===== src/rtl/core/cah_fifo.sv =====
module cah_fifo #(
   parameter int WIDTH = 1,
   parameter int DEPTH = 4
) (
   input  logic             clock,
   input  logic             reset,
   input  logic             push,
   input  logic [WIDTH-1:0] wdata,
   output logic             full,
   input  logic             pop,
   output logic [WIDTH-1:0] rdata,
   output logic             empty
);
   localparam int AW = (DEPTH > 1) ? $clog2(DEPTH) : 1;
   localparam int CW = $clog2(DEPTH + 1);

   logic [WIDTH-1:0] mem_ff [DEPTH];
   logic [AW-1:0]    wr_ff, wr_in, rd_ff, rd_in;
   logic [CW-1:0]    cnt_ff, cnt_in;
   logic             do_push, do_pop;

   assign full    = (cnt_ff == CW'(DEPTH));
   assign empty   = (cnt_ff == '0);
   assign do_push = push && !full;
   assign do_pop  = pop && !empty;
   assign rdata   = mem_ff[rd_ff];

   always_comb begin
      wr_in  = wr_ff;
      rd_in  = rd_ff;
      cnt_in = cnt_ff;
      if (do_push) begin
         wr_in = (32'(wr_ff) == DEPTH - 1) ? '0 : wr_ff + 1'b1;
      end
      if (do_pop) begin
         rd_in = (32'(rd_ff) == DEPTH - 1) ? '0 : rd_ff + 1'b1;
      end
      if (do_push && !do_pop) begin
         cnt_in = cnt_ff + 1'b1;
      end else if (do_pop && !do_push) begin
         cnt_in = cnt_ff - 1'b1;
      end
   end

   always_ff @(posedge clock) begin
      if (reset) begin
         wr_ff  <= '0;
         rd_ff  <= '0;
         cnt_ff <= '0;
      end else begin
         wr_ff  <= wr_in;
         rd_ff  <= rd_in;
         cnt_ff <= cnt_in;
      end
   end

   always_ff @(posedge clock) begin
      if (do_push) begin
         mem_ff[wr_ff] <= wdata;
      end
   end
endmodule


===== config.mk =====
export PLATFORM = sky130hd
export DESIGN_NAME = cah_fifo
export DESIGN_NICKNAME = d
export VERILOG_FILES = /design/src/rtl/core/cah_fifo.sv
export SDC_FILE = /design/constraint.sdc
export NUM_CORES = 1
export LEC_CHECK = 0
export BUFFER_PORTS_ARGS = -buffer_cell sky130_fd_sc_hd__buf_2
export CAP_MARGIN = 20
export CORE_AREA = 2 2 39 41
export DETAILED_ROUTE_END_ITERATION = 8
export DIE_AREA = 0 0 41 43
export GPL_TIMING_DRIVEN = 0
export PLACE_DENSITY = 0.71
export SETUP_SLACK_MARGIN = 0.2
export SLEW_MARGIN = 20
export SYNTH_ARGS = -nofsm -noshare
export SYNTH_HDL_FRONTEND = slang
export SYNTH_SLANG_ARGS = --single-unit

===== constraint.sdc =====
create_clock -name clock -period 2.65 [get_ports clock]
set_input_delay 0.265 -clock clock [delete_from_list [all_inputs] [get_ports clock]]
set_output_delay 0.265 -clock clock [all_outputs]
set_load 0.01 [all_outputs]

## Word level (Yosys, flattened, before mapping)

Memories as Yosys holds them, arrays and structs flattened. A register that Yosys moved wholly into a read port is not among the register bits.
Index checks and enable logic that the tools add are counted.

- Register bits: 7
- Memory bits (writable): 4
- Bits of input ports: 5
- Word-level logic and storage cells: 29
- Memories: 1

- Add/subtract/negate cells: 4
- Equality and inequality tests: 3
- Mux-type cells: 8
- Reduce and logical (&&, ||, !) cells: 10

Memories:

| memory | depth | width | rd ports | clocked after Yosys merged registers in | wr ports | line | RTL |
|---|---|---|---|---|---|---|---|
| mem_ff | 4 | 1 | 1 | 1 | 1 | 17 | `logic [WIDTH-1:0] mem_ff [DEPTH];` |

Operator list:

| cell | count |
|---|---|
| two-way mux 2 bit | 4 |
| two-way mux 3 bit | 2 |
| adder 2 x 1 -> 2 bit, second input constant | 2 |
| equality test 2 bit, second input constant | 2 |
| logical AND 1 bit | 4 |
| zero test 1 bit | 4 |
| adder 3 x 1 -> 3 bit, second input constant | 1 |
| equality test 3 bit, second input constant | 1 |
| zero test 3 bit | 1 |
| subtractor 3 x 1 -> 3 bit, second input constant | 1 |
| two-way mux 1 bit | 2 |
| nonzero test 2 bit | 1 |

## Longest topological paths before layout

- Depth after elaboration: 7
- Gate-level depth with buffers: 10

## Worst setup path after synthesis

OpenSTA, ideal clock, no wires.

- Kind: flip-flop to flip-flop
- Start point: register cnt_ff[0]
- End point: register cnt_ff[2]
- Library setup time: 70 ps
- Data arrival time: 2000 ps
- Data required time: 2580 ps
- Path slack: 579 ps
- Stages on the path, launching flop included: 11
- Cells stage by stage: dfxtp_1 -> or3b_1 -> buf_6 -> clkinv_4 -> nor2_2 -> ha_1 -> inv_1 -> fa_1 -> xor2_1 -> or3_1 -> a21oi_1

- Word-level cells in the longest chain between the ends: 6
- Elaborated cells between the ends (all ways): 15
- Those cells by class: 2 x add/sub; 1 x eq/ne; 2 x mux; 10 x reduce/logical

Ends and longest elaborated chain:

| what | line | RTL |
|---|---|---|
| start: declaration | 19 | `logic [CW-1:0] cnt_ff, cnt_in;` |
| start signal: assignment | 53 | `cnt_ff <= cnt_in;` |
| equality test 3 bit * | 22 | `assign full = (cnt_ff == CW'(DEPTH));` |
| net full | 9 | `output logic full,` |
| zero test 1 bit * | 24 | `assign do_push = push && !full;` |
| logical AND 1 bit * | 24 |  |
| net do_push | 20 | `logic do_push, do_pop;` |
| zero test 1 bit | 40 | `end else if (do_pop && !do_push) begin` |
| logical AND 1 bit | 40 |  |
| nonzero test 2 bit (no source line) | - |  |

Mark *: on every way through the listed nets, which the timed path passes. The rest lies on a longest branch. The select of a mux whose other input is x is not followed.
A chain may end at the register's enable or synchronous reset.

## Final worst setup path

- Start point: register cnt_ff[0]
- End point: register cnt_ff[2]

- Word-level cells in the longest chain between the ends: 6
- Elaborated cells between the ends (all ways): 15
- Those cells by class: 2 x add/sub; 1 x eq/ne; 2 x mux; 10 x reduce/logical

Ends and longest elaborated chain:

| what | line |
|---|---|
| equality test 3 bit * | 22 |
| zero test 1 bit * | 24 |
| logical AND 1 bit * | 24 |
| net do_push | 20 |
| zero test 1 bit | 40 |
| logical AND 1 bit | 40 |
| nonzero test 2 bit (no source line) | - |

Marks and branches as above.

==> run_results.csv <==
group,metric,value,unit
global_routing,overflow,0,
run,cap_violations,0,
clocking,cts_buffer_depth,2,
synthesis,ys_ff_latch,13,
synthesis,syn-cell-area,646,µm²
clocking,clk_pin_slew_worst_paths,0.08,ns
sta,setup_viol,0,
global_routing,use_met3,7.85,%
setup_path,path_class,"flop to flop",
cells_and_area,layout_commonest_cell,"dfxtp_1",
clocking,cts_buffers,3,
synthesis,ys_warn_count,0,
setup_path,critPathLaunch,"cnt_ff[0]$_SDFFE_PP0P_",
setup_path,endpoint_kind,"flop",
synthesis,synth_area_per_cell,11.7,µm²
synthesis,ys_seq_area_share,46.5,%
clocking,insertion_delay,0.27,ns
clocking,cts_num_sinks,13,
floorplan,core-area,1380,µm²
synthesis,synth_mux_area_share,6.59,%
cells_and_area,n_antenna_cell,0,
global_routing,first_global_vias,390,
sta,final_hold_viol_count,0,
clocking,holdBufCountCts,0,
global_routing,grt_max_degree,9,
setup_path,r2r_start,"cnt_ff[0]$_SDFFE_PP0P_",
routing,drtIter0Drc,5,
clocking,ctsRootBufferMaster,"clkbuf_4",
setup_path,start_kind,"flop",
synthesis,synth_compound_area_share,7.75,%
floorplan,die_h,43,µm
sta,max_clock_freq,450,MHz
clocking,postCtsSetupRepairBufs,0,
floorplan,die_width,41,µm
sta,setup_tns,0,ns
global_routing,grt_util_met1,16.0,%
cells_and_area,drive_gt1_share,24.6,%
routing,antenna_left,0,
routing,vias_per_cell,4.99,
routing,drt-total-wl,896,µm
place,routabilityCongestion,0.736,
synthesis,synth_top_area_cell,"dfxtp_1",
power_and_ir_drop,p_per_area,876,nW/µm²
routing,drt-pass1-iter-count,2,
global_routing,grt_use_total,13.6,%
clocking,tritoncts,"yes",
clocking,cts_resized,0,
floorplan,rows,14,
setup_path,cp_slowest_stage_delay,0.46,ns
floorplan,ios,8,
synthesis,syn_inst,55,
synthesis,synth_top_family_by_area,"adder cells",
sta,skew,0.00240,ns
clocking,htreeDepth,1,
global_routing,grtUsageMet2,20.3,%
setup_path,path_buf_inv,3,
cells_and_area,mostFrequentLayoutCells,"9 x dfxtp_1, 6 x ha_1, 6 x buf_2",
status,outcome,"finished clean",
setup_path,crit_slowest_cell,"dfxtp_1",
synthesis,synth_top_area_share,27.9,%
place,dpl.hpwl,691,µm
cells_and_area,nFillCells,128,
sta,worstMarginPinSlew,0.376,ns
sta,drv_slew,0,
routing,drcViolationCount,0,
power_and_ir_drop,irDropWorstVdd,443,µV
sta,holdWs,0.213,ns
floorplan,die_area,1760,µm²
setup_path,path_max_fanout,7,
synthesis,syn-num-nets,67,
synthesis,yosys-top-cells-area,"dfxtp_1 28%, edfxtp_1 19%, ha_1 12%, and3_1 3.9%, o31ai_2 3.9%",
place,place.port_buffers,6,
setup_path,worstPathRequired,2.86,ns
cells_and_area,finalNetCount,78,
sta,post-route-min-period,2.22,ns
synthesis,synth-xor-area-share,2.71,%
setup_path,crit_family,"simple AND/OR/NAND/NOR gates",
setup_path,crit_path_cell_trace,"or3b_1, buf_6, clkinv_4, nor2_2, ha_1, inv_1, fa_1, xor2_1, or3_1, a21oi_1",
power_and_ir_drop,p_leak,0.000325,µW
routing,dr_total_vias,404,
synthesis,yosys.cell_types.count,24,
sta,post-route-period-util,83.9,%
sta,rsz0062_at_grt,"no",
floorplan,initial_utilization,46.7,%
sta,slew_headroom,74.9,%
routing,avgRoutedWirePerCell,11.1,µm
power_and_ir_drop,power,633,µW
synthesis,yosys.area_share.simple,13.6,%
global_routing,grt_pass1_wl,1580,µm
setup_path,arrival,2.43,ns
global_routing,busiest_layer,"met2",
min_path,hp-class,"primary input to flop",
global_routing,antenna_found_initial,0,
cells_and_area,synthToLayoutAreaGrowth,11.8,%
min_path,hp-start,"wdata",
synthesis,synth_fa_ha_area_share,14.7,%
==> cells by family (layout without fill, tap and decap cells) <==
kind of cell	count (synthesis)	count (layout)
DFF	13	13
xor gates and xnor gates	2	2
buffers and inverters	7	17
AOI/OAI and AO/OA	7	7
and+or+nand+nor	16	16
adders and majority gates	7	7
muxes	3	3
==> stage by stage <==
step | std cells | setup WS (ns) | util, % | area (µm²)
floorplan | 55 | 0.579 | - | 646
global placement | 77 | 0.480 | 50.3 | 696
detailed placement | 77 | 0.427 | 50.3 | 696
CTS | 81 | 0.397 | 52.2 | 722
global route | 81 | 0.207 | 52.2 | 722
finish | 81 | 0.427 | 52.2 | 722
==> synthesized netlist by cell type (all sizes together) <==
library cell	number
a21oi	3
and3	4
buf	1
bufinv	1
clkbuf	1
clkinv	1
dfxtp	9
edfxtp	4
fa	1
ha	6
inv	3
mux2i	2
mux4	1
nand2	1
nand3	2
nor2	4
nor3	2
o21ai	2
o31ai	2
or3	2
or3b	1
xor2	2
==> area by class of cell <==
cell class | count | area [µm²] | share of cell area, %
inverters | 5 | 37.5 | 5.20
clock buffers | 4 | 26.3 | 3.64
multi-input cells | 35 | 293 | 40.6
repair buffers | 6 | 30.0 | 4.16
well taps | 16 | 20.0 | 2.77
flip-flops and latches | 13 | 300 | 41.6
plain buffers | 2 | 15.0 | 2.08
==> final timing paths <==
path              cells after the start                endpoint  slack, ns
setup / recovery                     10  cnt_ff[2]$_SDFFE_PP0P_       0.43
hold reg to reg                       2   rd_ff[0]$_SDFFE_PP0P_       0.50
setup reg to reg                     10  cnt_ff[2]$_SDFFE_PP0P_       0.43
hold / removal                        1     mem_ff[1]$_DFFE_PP_       0.21
==> routing by layer <==
metal	vias to the layer above	routed length [µm]
met5	-	0
met4	0	10
met3	2	53
met2	8	404
met1	181	427
li1	213	-
==> report_power, final <==
| part | internal (µW) | switching (µW) |
|---|---|---|
| registers | 250 | 41.0 |
| clock network | 58.4 | 62.4 |
| logic | 113 | 107 |
(Power assumes the default switching activity.)
