### src/rtl/core/cah_pkg.sv
package cah_pkg;

   localparam int MAX_KEYS_DEF     = 256;
   localparam int MAX_HEAD_DIM_DEF = 64;
   localparam int JOB_DEPTH        = 4;
   localparam int RSP_DEPTH        = 4;

   localparam logic [16:0] LOG2E_Q16 = 17'd94548;

   typedef enum logic [1:0] {
      CMD_KEY   = 2'd0,
      CMD_VALUE = 2'd1,
      CMD_QUERY = 2'd2
   } cah_cmd_type;

   typedef enum logic [1:0] {
      CSR_HEAD_DIM    = 2'd0,
      CSR_KEY_COUNT   = 2'd1,
      CSR_POS_OFFSET  = 2'd2,
      CSR_SCORE_SCALE = 2'd3
   } cah_csr_type;

   typedef enum logic [1:0] {
      KIND_KEY,
      KIND_VALUE,
      KIND_QUERY,
      KIND_QUERY_LAST
   } cah_kind_type;

   typedef enum logic [3:0] {
      ST_IDLE,
      ST_SCORE,
      ST_SCORE_DRAIN,
      ST_EXP_RD,
      ST_EXP_SUB,
      ST_EXP_MUL,
      ST_EXP_INT,
      ST_EXP_WR,
      ST_DIV,
      ST_OUT_RD,
      ST_OUT_P,
      ST_OUT_MAC,
      ST_OUT_DRAIN,
      ST_EMIT_RD,
      ST_EMIT_WR
   } cah_state_type;

   typedef struct packed {
      cah_kind_type       kind;
      logic [11:0]        row;
      logic [5:0]         dim;
      logic signed [15:0] element;
      logic [8:0]         nk;
   } cah_item_type;

   typedef struct packed {
      logic [6:0]  head_dim;
      logic [15:0] scale;
   } cah_cfg_type;

   typedef struct packed {
      logic signed [15:0] out_element;
      logic [11:0]        out_row;
      logic [5:0]         out_dim;
      logic               last;
   } cah_rsp_type;

   // 2^-x at x = j/16
   function automatic logic [16:0] pow2_neg(input logic [4:0] j);
      logic [16:0] v;
      case (j)
         5'd0:    v = 17'd65536;
         5'd1:    v = 17'd62757;
         5'd2:    v = 17'd60097;
         5'd3:    v = 17'd57549;
         5'd4:    v = 17'd55109;
         5'd5:    v = 17'd52773;
         5'd6:    v = 17'd50535;
         5'd7:    v = 17'd48393;
         5'd8:    v = 17'd46341;
         5'd9:    v = 17'd44376;
         5'd10:   v = 17'd42495;
         5'd11:   v = 17'd40693;
         5'd12:   v = 17'd38968;
         5'd13:   v = 17'd37316;
         5'd14:   v = 17'd35734;
         5'd15:   v = 17'd34219;
         default: v = 17'd32768;
      endcase
      return v;
   endfunction

endpackage

### src/rtl/core/cah_front.sv
module cah_front import cah_pkg::*; #(
   parameter int MAX_KEYS     = MAX_KEYS_DEF,
   parameter int MAX_HEAD_DIM = MAX_HEAD_DIM_DEF
) (
   input  logic               clock,
   input  logic               reset,
   input  logic               valid,
   output logic               ready,
   input  logic [1:0]         csr_index,
   input  logic [15:0]        csr_data,
   input  logic               push,
   output logic               full,
   input  logic [1:0]         req_cmd,
   input  logic [11:0]        req_row,
   input  logic [5:0]         req_dim,
   input  logic signed [15:0] req_element,
   input  logic               job_full,
   output logic               job_push,
   output cah_item_type       job_item,
   output cah_cfg_type        cfg
);
   logic [6:0]   head_dim_ff;
   logic [8:0]   key_count_ff;
   logic [15:0]  offset_ff;
   logic [15:0]  scale_ff;
   logic [6:0]   hd_eff;
   logic [8:0]   kc;
   logic [17:0]  limit;
   logic         kv_ok;
   logic         keep;
   cah_kind_type kind;

   assign ready = 1'b1;

   always_ff @(posedge clock) begin
      if (reset) begin
         head_dim_ff  <= 7'd64;
         key_count_ff <= 9'd256;
         offset_ff    <= 16'd0;
         scale_ff     <= 16'd8192;
      end else if (valid) begin
         case (cah_csr_type'(csr_index))
            CSR_HEAD_DIM:    head_dim_ff  <= csr_data[6:0];
            CSR_KEY_COUNT:   key_count_ff <= csr_data[8:0];
            CSR_POS_OFFSET:  offset_ff    <= csr_data;
            CSR_SCORE_SCALE: scale_ff     <= csr_data;
            default: ;
         endcase
      end
   end

   always_comb begin
      if (head_dim_ff == '0) begin
         hd_eff = 7'd1;
      end else if (32'(head_dim_ff) > MAX_HEAD_DIM) begin
         hd_eff = 7'(MAX_HEAD_DIM);
      end else begin
         hd_eff = head_dim_ff;
      end
      if (32'(key_count_ff) > MAX_KEYS) begin
         kc = 9'(MAX_KEYS);
      end else begin
         kc = key_count_ff;
      end
   end

   // causal limit: keys up to the query's own sequence position
   assign limit = 18'(offset_ff) + 18'(req_row) + 18'd1;
   assign kv_ok = (32'(req_row) < MAX_KEYS) && (32'(req_dim) < MAX_HEAD_DIM);

   always_comb begin
      keep = 1'b0;
      kind = KIND_KEY;
      case (cah_cmd_type'(req_cmd))
         CMD_KEY: begin
            keep = kv_ok;
            kind = KIND_KEY;
         end
         CMD_VALUE: begin
            keep = kv_ok;
            kind = KIND_VALUE;
         end
         CMD_QUERY: begin
            keep = ({1'b0, req_dim} < hd_eff);
            kind = ({1'b0, req_dim} == hd_eff - 7'd1) ? KIND_QUERY_LAST : KIND_QUERY;
         end
         default: ;
      endcase
   end

   assign full             = job_full;
   assign job_push         = push && !job_full && keep;
   assign job_item.kind    = kind;
   assign job_item.row     = req_row;
   assign job_item.dim     = req_dim;
   assign job_item.element = req_element;
   assign job_item.nk      = (limit < 18'(kc)) ? 9'(limit) : kc;
   assign cfg.head_dim     = hd_eff;
   assign cfg.scale        = scale_ff;
endmodule

### config.mk
export PLATFORM = sky130hd
export DESIGN_NAME = cah_front
export DESIGN_NICKNAME = d
export VERILOG_FILES = /design/src/rtl/core/cah_pkg.sv /design/src/rtl/core/cah_front.sv
export SDC_FILE = /design/constraint.sdc
export NUM_CORES = 1
export LEC_CHECK = 0
export BUFFER_PORTS_ARGS = -buffer_cell sky130_fd_sc_hd__buf_2
export CORE_ASPECT_RATIO = 0.5
export CORE_MARGIN = 4
export CORE_UTILIZATION = 25
export CTS_CLUSTER_DIAMETER = 40
export DETAILED_ROUTE_END_ITERATION = 6
export GPL_ROUTABILITY_DRIVEN = 0
export GPL_TIMING_DRIVEN = 0
export PLACE_DENSITY = 0.45
export RECOVER_POWER = 25
export SKIP_LAST_GASP = 1
export SLEW_MARGIN = 25
export SYNTH_ARGS = -nofsm -noshare
export SYNTH_HDL_FRONTEND = slang
export SYNTH_SLANG_ARGS = --single-unit
### constraint.sdc
create_clock -name clock -period 5.9 [get_ports clock]
set_clock_uncertainty 0.05 [all_clocks]
set_input_delay 0.885 -clock clock [delete_from_list [all_inputs] [get_ports clock]]
set_output_delay 0.885 -clock clock [all_outputs]
set_load 0.005 [all_outputs]
# ---- Word-level counts from Yosys, hierarchy flattened
# Index checks and enable logic that the tools add are counted.
# W data, S select, Z words.
dict set report op_classes {
  n_eq_ne 6
  multipliers 0
  div 0
  reduce_logical 11
  n_mux 7
  shifts 0
  bitwise_logic 0
  magnitude_cmp 5
  n_addsub 3
}
# op n
set ops {}
lappend ops {{$add A17 B1 Y18 const B} 1}
lappend ops {{$lt A18 B9 Y1} 1}
lappend ops {{$mux W9} 2}
lappend ops {{$add A16 B12 Y17} 1}
lappend ops {{$mux W7} 2}
lappend ops {{$lt A12 B9 Y1 const B} 1}
lappend ops {{$gt A9 B9 Y1 const B} 1}
lappend ops {{$reduce_and A2 Y1} 4}
lappend ops {{$eq A6 B7 Y1} 1}
lappend ops {{$gt A7 B7 Y1 const B} 1}
lappend ops {{$logic_not A7 Y1} 1}
lappend ops {{$lt A6 B7 Y1} 1}
lappend ops {{$sub A7 B1 Y7 const B} 1}
lappend ops {{$eq A2 B2 Y1 const B} 3}
lappend ops {{$eq A2 B1 Y1 const B} 2}
lappend ops {{$logic_not A2 Y1} 2}
lappend ops {{$pmux W2 S2} 1}
lappend ops {{$logic_and A1 B1 Y1} 2}
lappend ops {{$pmux W1 S2} 1}
lappend ops {{$reduce_or A2 Y1} 1}
lappend ops {{$logic_not A1 Y1} 1}
lappend ops {{$mux W1} 1}
dict set report totals {
  input_bits 59
  word_cells 36
  ramBits 0
  out_inout_bits 71
  mem_bits_ro 0
  latch_bits 0
  mem_count 0
  ff_bits 48
}

# ---- Depth between registers and ports, before layout
dict set report depth {
  ltp_word 7
  mapped_depth 16
  ltp_nobuf 15
}

# ---- Worst setup path after synthesis
# No wires, ideal clock.
dict set report synth_timing {
  kind {input -> output}
  start {input req_row[1]}
  end {output job_item[2] (netlist name)}
  setup_slack_ns 1.249
  arrival_ns 3.716
  path_buffers 1
  cell_stages 14
  required_time_ns 4.965
  path_cell_list {ha_1 nor2b_1 o31ai_2 nand2b_1 a21o_1 a31oi_1 xnor2_1 ha_1 a2111oi_0 o21ai_0 a31oi_1 o2111a_1 buf_6 mux2_4}
}
# element line_no
set synth_lines {}
lappend synth_lines {{from (decl)} cah_front.sv:14} ;# input logic [11:0] req_row,
lappend synth_lines {{to (decl)} cah_front.sv:19} ;# output cah_item_type job_item,

==> results.yml <==
outcome:
  status: "completed"
global_route:
  grt_use_total_pct: 12.3
  first_global_vias: 3049
  antenna_found_initial: 0
  grt_max_degree: 14
  grt_pass1_wl_um: 16000
  grt_overflow: 0
setup_path:
  slowest_stage: "fa_1"
  timing.critical_path.fanout_max: 9
  arrival_ns: 4.36
  slowest_delay_ns: 0.43
  critPathKind: "in -> out"
  end_kind: "output pin"
  path_cells: "buf_2 -> inv_1 -> ha_1 -> inv_1 -> fa_1 -> a211oi_1 -> o21bai_2 -> a21oi_1 -> xnor2_1 -> ha_1 -> a2111oi_0 -> o21ai_0 -> a31oi_1 -> o2111a_1 -> buf_6 -> mux2_4 -> buf_2"
  startpoint_type: "primary input"
  worstPathRequired_ns: 4.97
worst_hold_path:
  hp-class: "reg -> reg"
routing:
  drt_iter0_drc: 133
  viasPerCell: 4.36
  antenna_left: 0
  routedWlPerCell_um: 13.6
  routed_wl_um: 9910
  firstDrtPassIters: 4
  drc_errors: 0
  vias: 3184
clock_tree:
  cts_buffers: 5
  clock_path_buffers: 2
  cts_resized: 0
  cts_tree: "done"
  hold_buffers: 0
  clk_latency_ns: 0.28
  post_cts_buffers: 0
  path_clk_slew_ns: 0.06
  cts_htree_levels: 2
  root_buffer: "clkbuf_16"
  clkSinkCount: 48
place:
  port_buffers: 111
  dp_hpwl_um: 8250
synth:
  synth_warnings: 0
  ys_top_cells_by_count: "98 x nand2_1, 53 x a21oi_1, 48 x dfxtp_1"
  synth_nets: 532
  synth_top_area_share_pct: 28.1
  ys_types: 54
  synth-edff-count: 0
  synth_area_leaders: "dfxtp_1 28%, ha_1 11%, nand2_1 11%"
  yosysSeqAreaShare_pct: 28.1
  synth-seq-cells: 48
  yosysMostFrequentCell: "nand2_1"
  synth_area_mm2: 0.00342
  async_flop_share_pct: 0
  postSynthCellCount: 441
  syn_avg_cell_area_um2: 7.76
  yosysTopAreaCell: "dfxtp_1"
  synth_flop_cell: "dfxtp_1"
finish:
  drive_gt1_share_pct: 28.2
  nFillCells: 1405
  antennaDiodeCount: 0
  syn_to_final_growth_pct: 26.3
  multi_input_area_mm2: 0.00202
  fin_util_pct: 33.2
  ff_latch_area_um2: 961
  fin_nets: 650
sta:
  post-route-period-util_pct: 89.7
  fmax_mhz: 189
  finalSetupViolCount: 0
  final.min_clock_period_ns: 5.29
  rsz0062_at_grt: "no"
  slew_viol_final: 0
  tns_ns: 0
  slew_headroom_pct: 54.1
  hold_viol_final: 0
  tightest_slew_ns: 0.682
  fin_hold_ws_ns: 0.404
floorplanning:
  rows: 29
  fp.dieW_um: 173
  dieArea_mm2: 0.0157
  io_pins: 130
  core_mm2: 0.0130
  initial_core_util_pct: 26.3
  die_h_um: 90.7
power_and_ir_drop:
  power.leakage_uw: 0.00200
  max-vdd-ir-drop_mv: 0.125
  powerDensity_mw_per_mm2: 190
  total_power_uw: 820
run:
  cap_violations: 0
## critical path: cells and delay by family
kind,cells,cell delay (ns)
AO/OA/AOI/OAI,7,1.70
XOR/XNOR,1,0.13
adder cells (fa/ha/maj),3,0.81
buffers and inverters,5,0.50
multiplexers,1,0.32
## per-layer routing
| layer | vias up | share of wire (%) | global-route usage [%] |
|---|---|---|---|
| li1 | 1698 | - | - |
| met1 | 1406 | 50 | 16.8 |
| met2 | 75 | 45 | 20.7 |
| met3 | 5 | 4.3 | 2.09 |
| met4 | 0 | 0.69 | 2.19 |
| met5 | - | 0 | 0 |
## placed cells by master (no fill, tap or decap), drive strengths merged, types with 3 or more instances in the layout
cell type  count
mux2i          9
inv           26
xnor2          5
nand3          3
nor2          19
mux2           7
or2            3
a21oi         53
nand3b         4
o21ai         14
ha            31
nor2b          9
xor2           7
clkbuf        34
o211ai         3
nand2         98
o31ai          3
dfxtp         48
o21a           5
buf          137
a21o           6
## sequential cells by signal, summed over array words and instances (netlist names)
| name | flops |
|---|---|
| scale_ff | 16 |
| head_dim_ff | 7 |
| key_count_ff | 9 |
| offset_ff | 16 |
## stage by stage
stage,worst slack (ns),std cells,area [um2]
2_1_floorplan,1.25,441,3420
3_3_place_gp,0.535,722,4190
3_5_place_dp,0.545,722,4190
4_1_cts,0.533,730,4340
5_1_grt,0.234,730,4320
6_report,0.609,730,4320
## final timing paths
| path | cells after the start | from | slack, ns | to |
|---|---|---|---|---|
| setup reg to reg | 3 | head_dim_ff[6] | 4.83 | head_dim_ff[6] |
| hold / removal | 2 | scale_ff[3] | 0.40 | scale_ff[3] |
| setup / recovery | 17 | req_row[0] | 0.61 | job_item[8] |
| hold reg to reg | 2 | scale_ff[3] | 0.40 | scale_ff[3] |
## cell families (layout without fill, tap and decap cells)
| logic type | count (synthesis) | after routing | synth area share [%] |
|---|---|---|---|
| AO/OA/AOI/OAI | 103 | 103 | 19.0 |
| AND/OR/NAND/NOR | 151 | 151 | 19.3 |
| other | 1 | 1 | 0.110 |
| XOR/XNOR | 12 | 12 | 3.07 |
| flip-flops | 48 | 48 | 28.1 |
| buffers and inverters | 78 | 197 | 12.8 |
| adder cells (fa/ha/maj) | 32 | 32 | 11.9 |
| multiplexers | 16 | 16 | 5.71 |
## final cells by class
class,instances,share of cell area [%]
Clock buffer,8,3.39
Multi-Input combinational cell,315,46.8
Buffer,52,7.85
Tap cell,170,4.92
Sequential cell,48,22.2
Inverter,26,2.26
Timing Repair Buffer,111,12.5
## power by group
part	switching [uW]	internal [uW]	leakage (uW)
combinational	96.8	90.5	0.00153
clock	119	169	0.0000712
sequential	9.56	335	0.000390
Note: power is estimated with default switching activity, not from simulation.
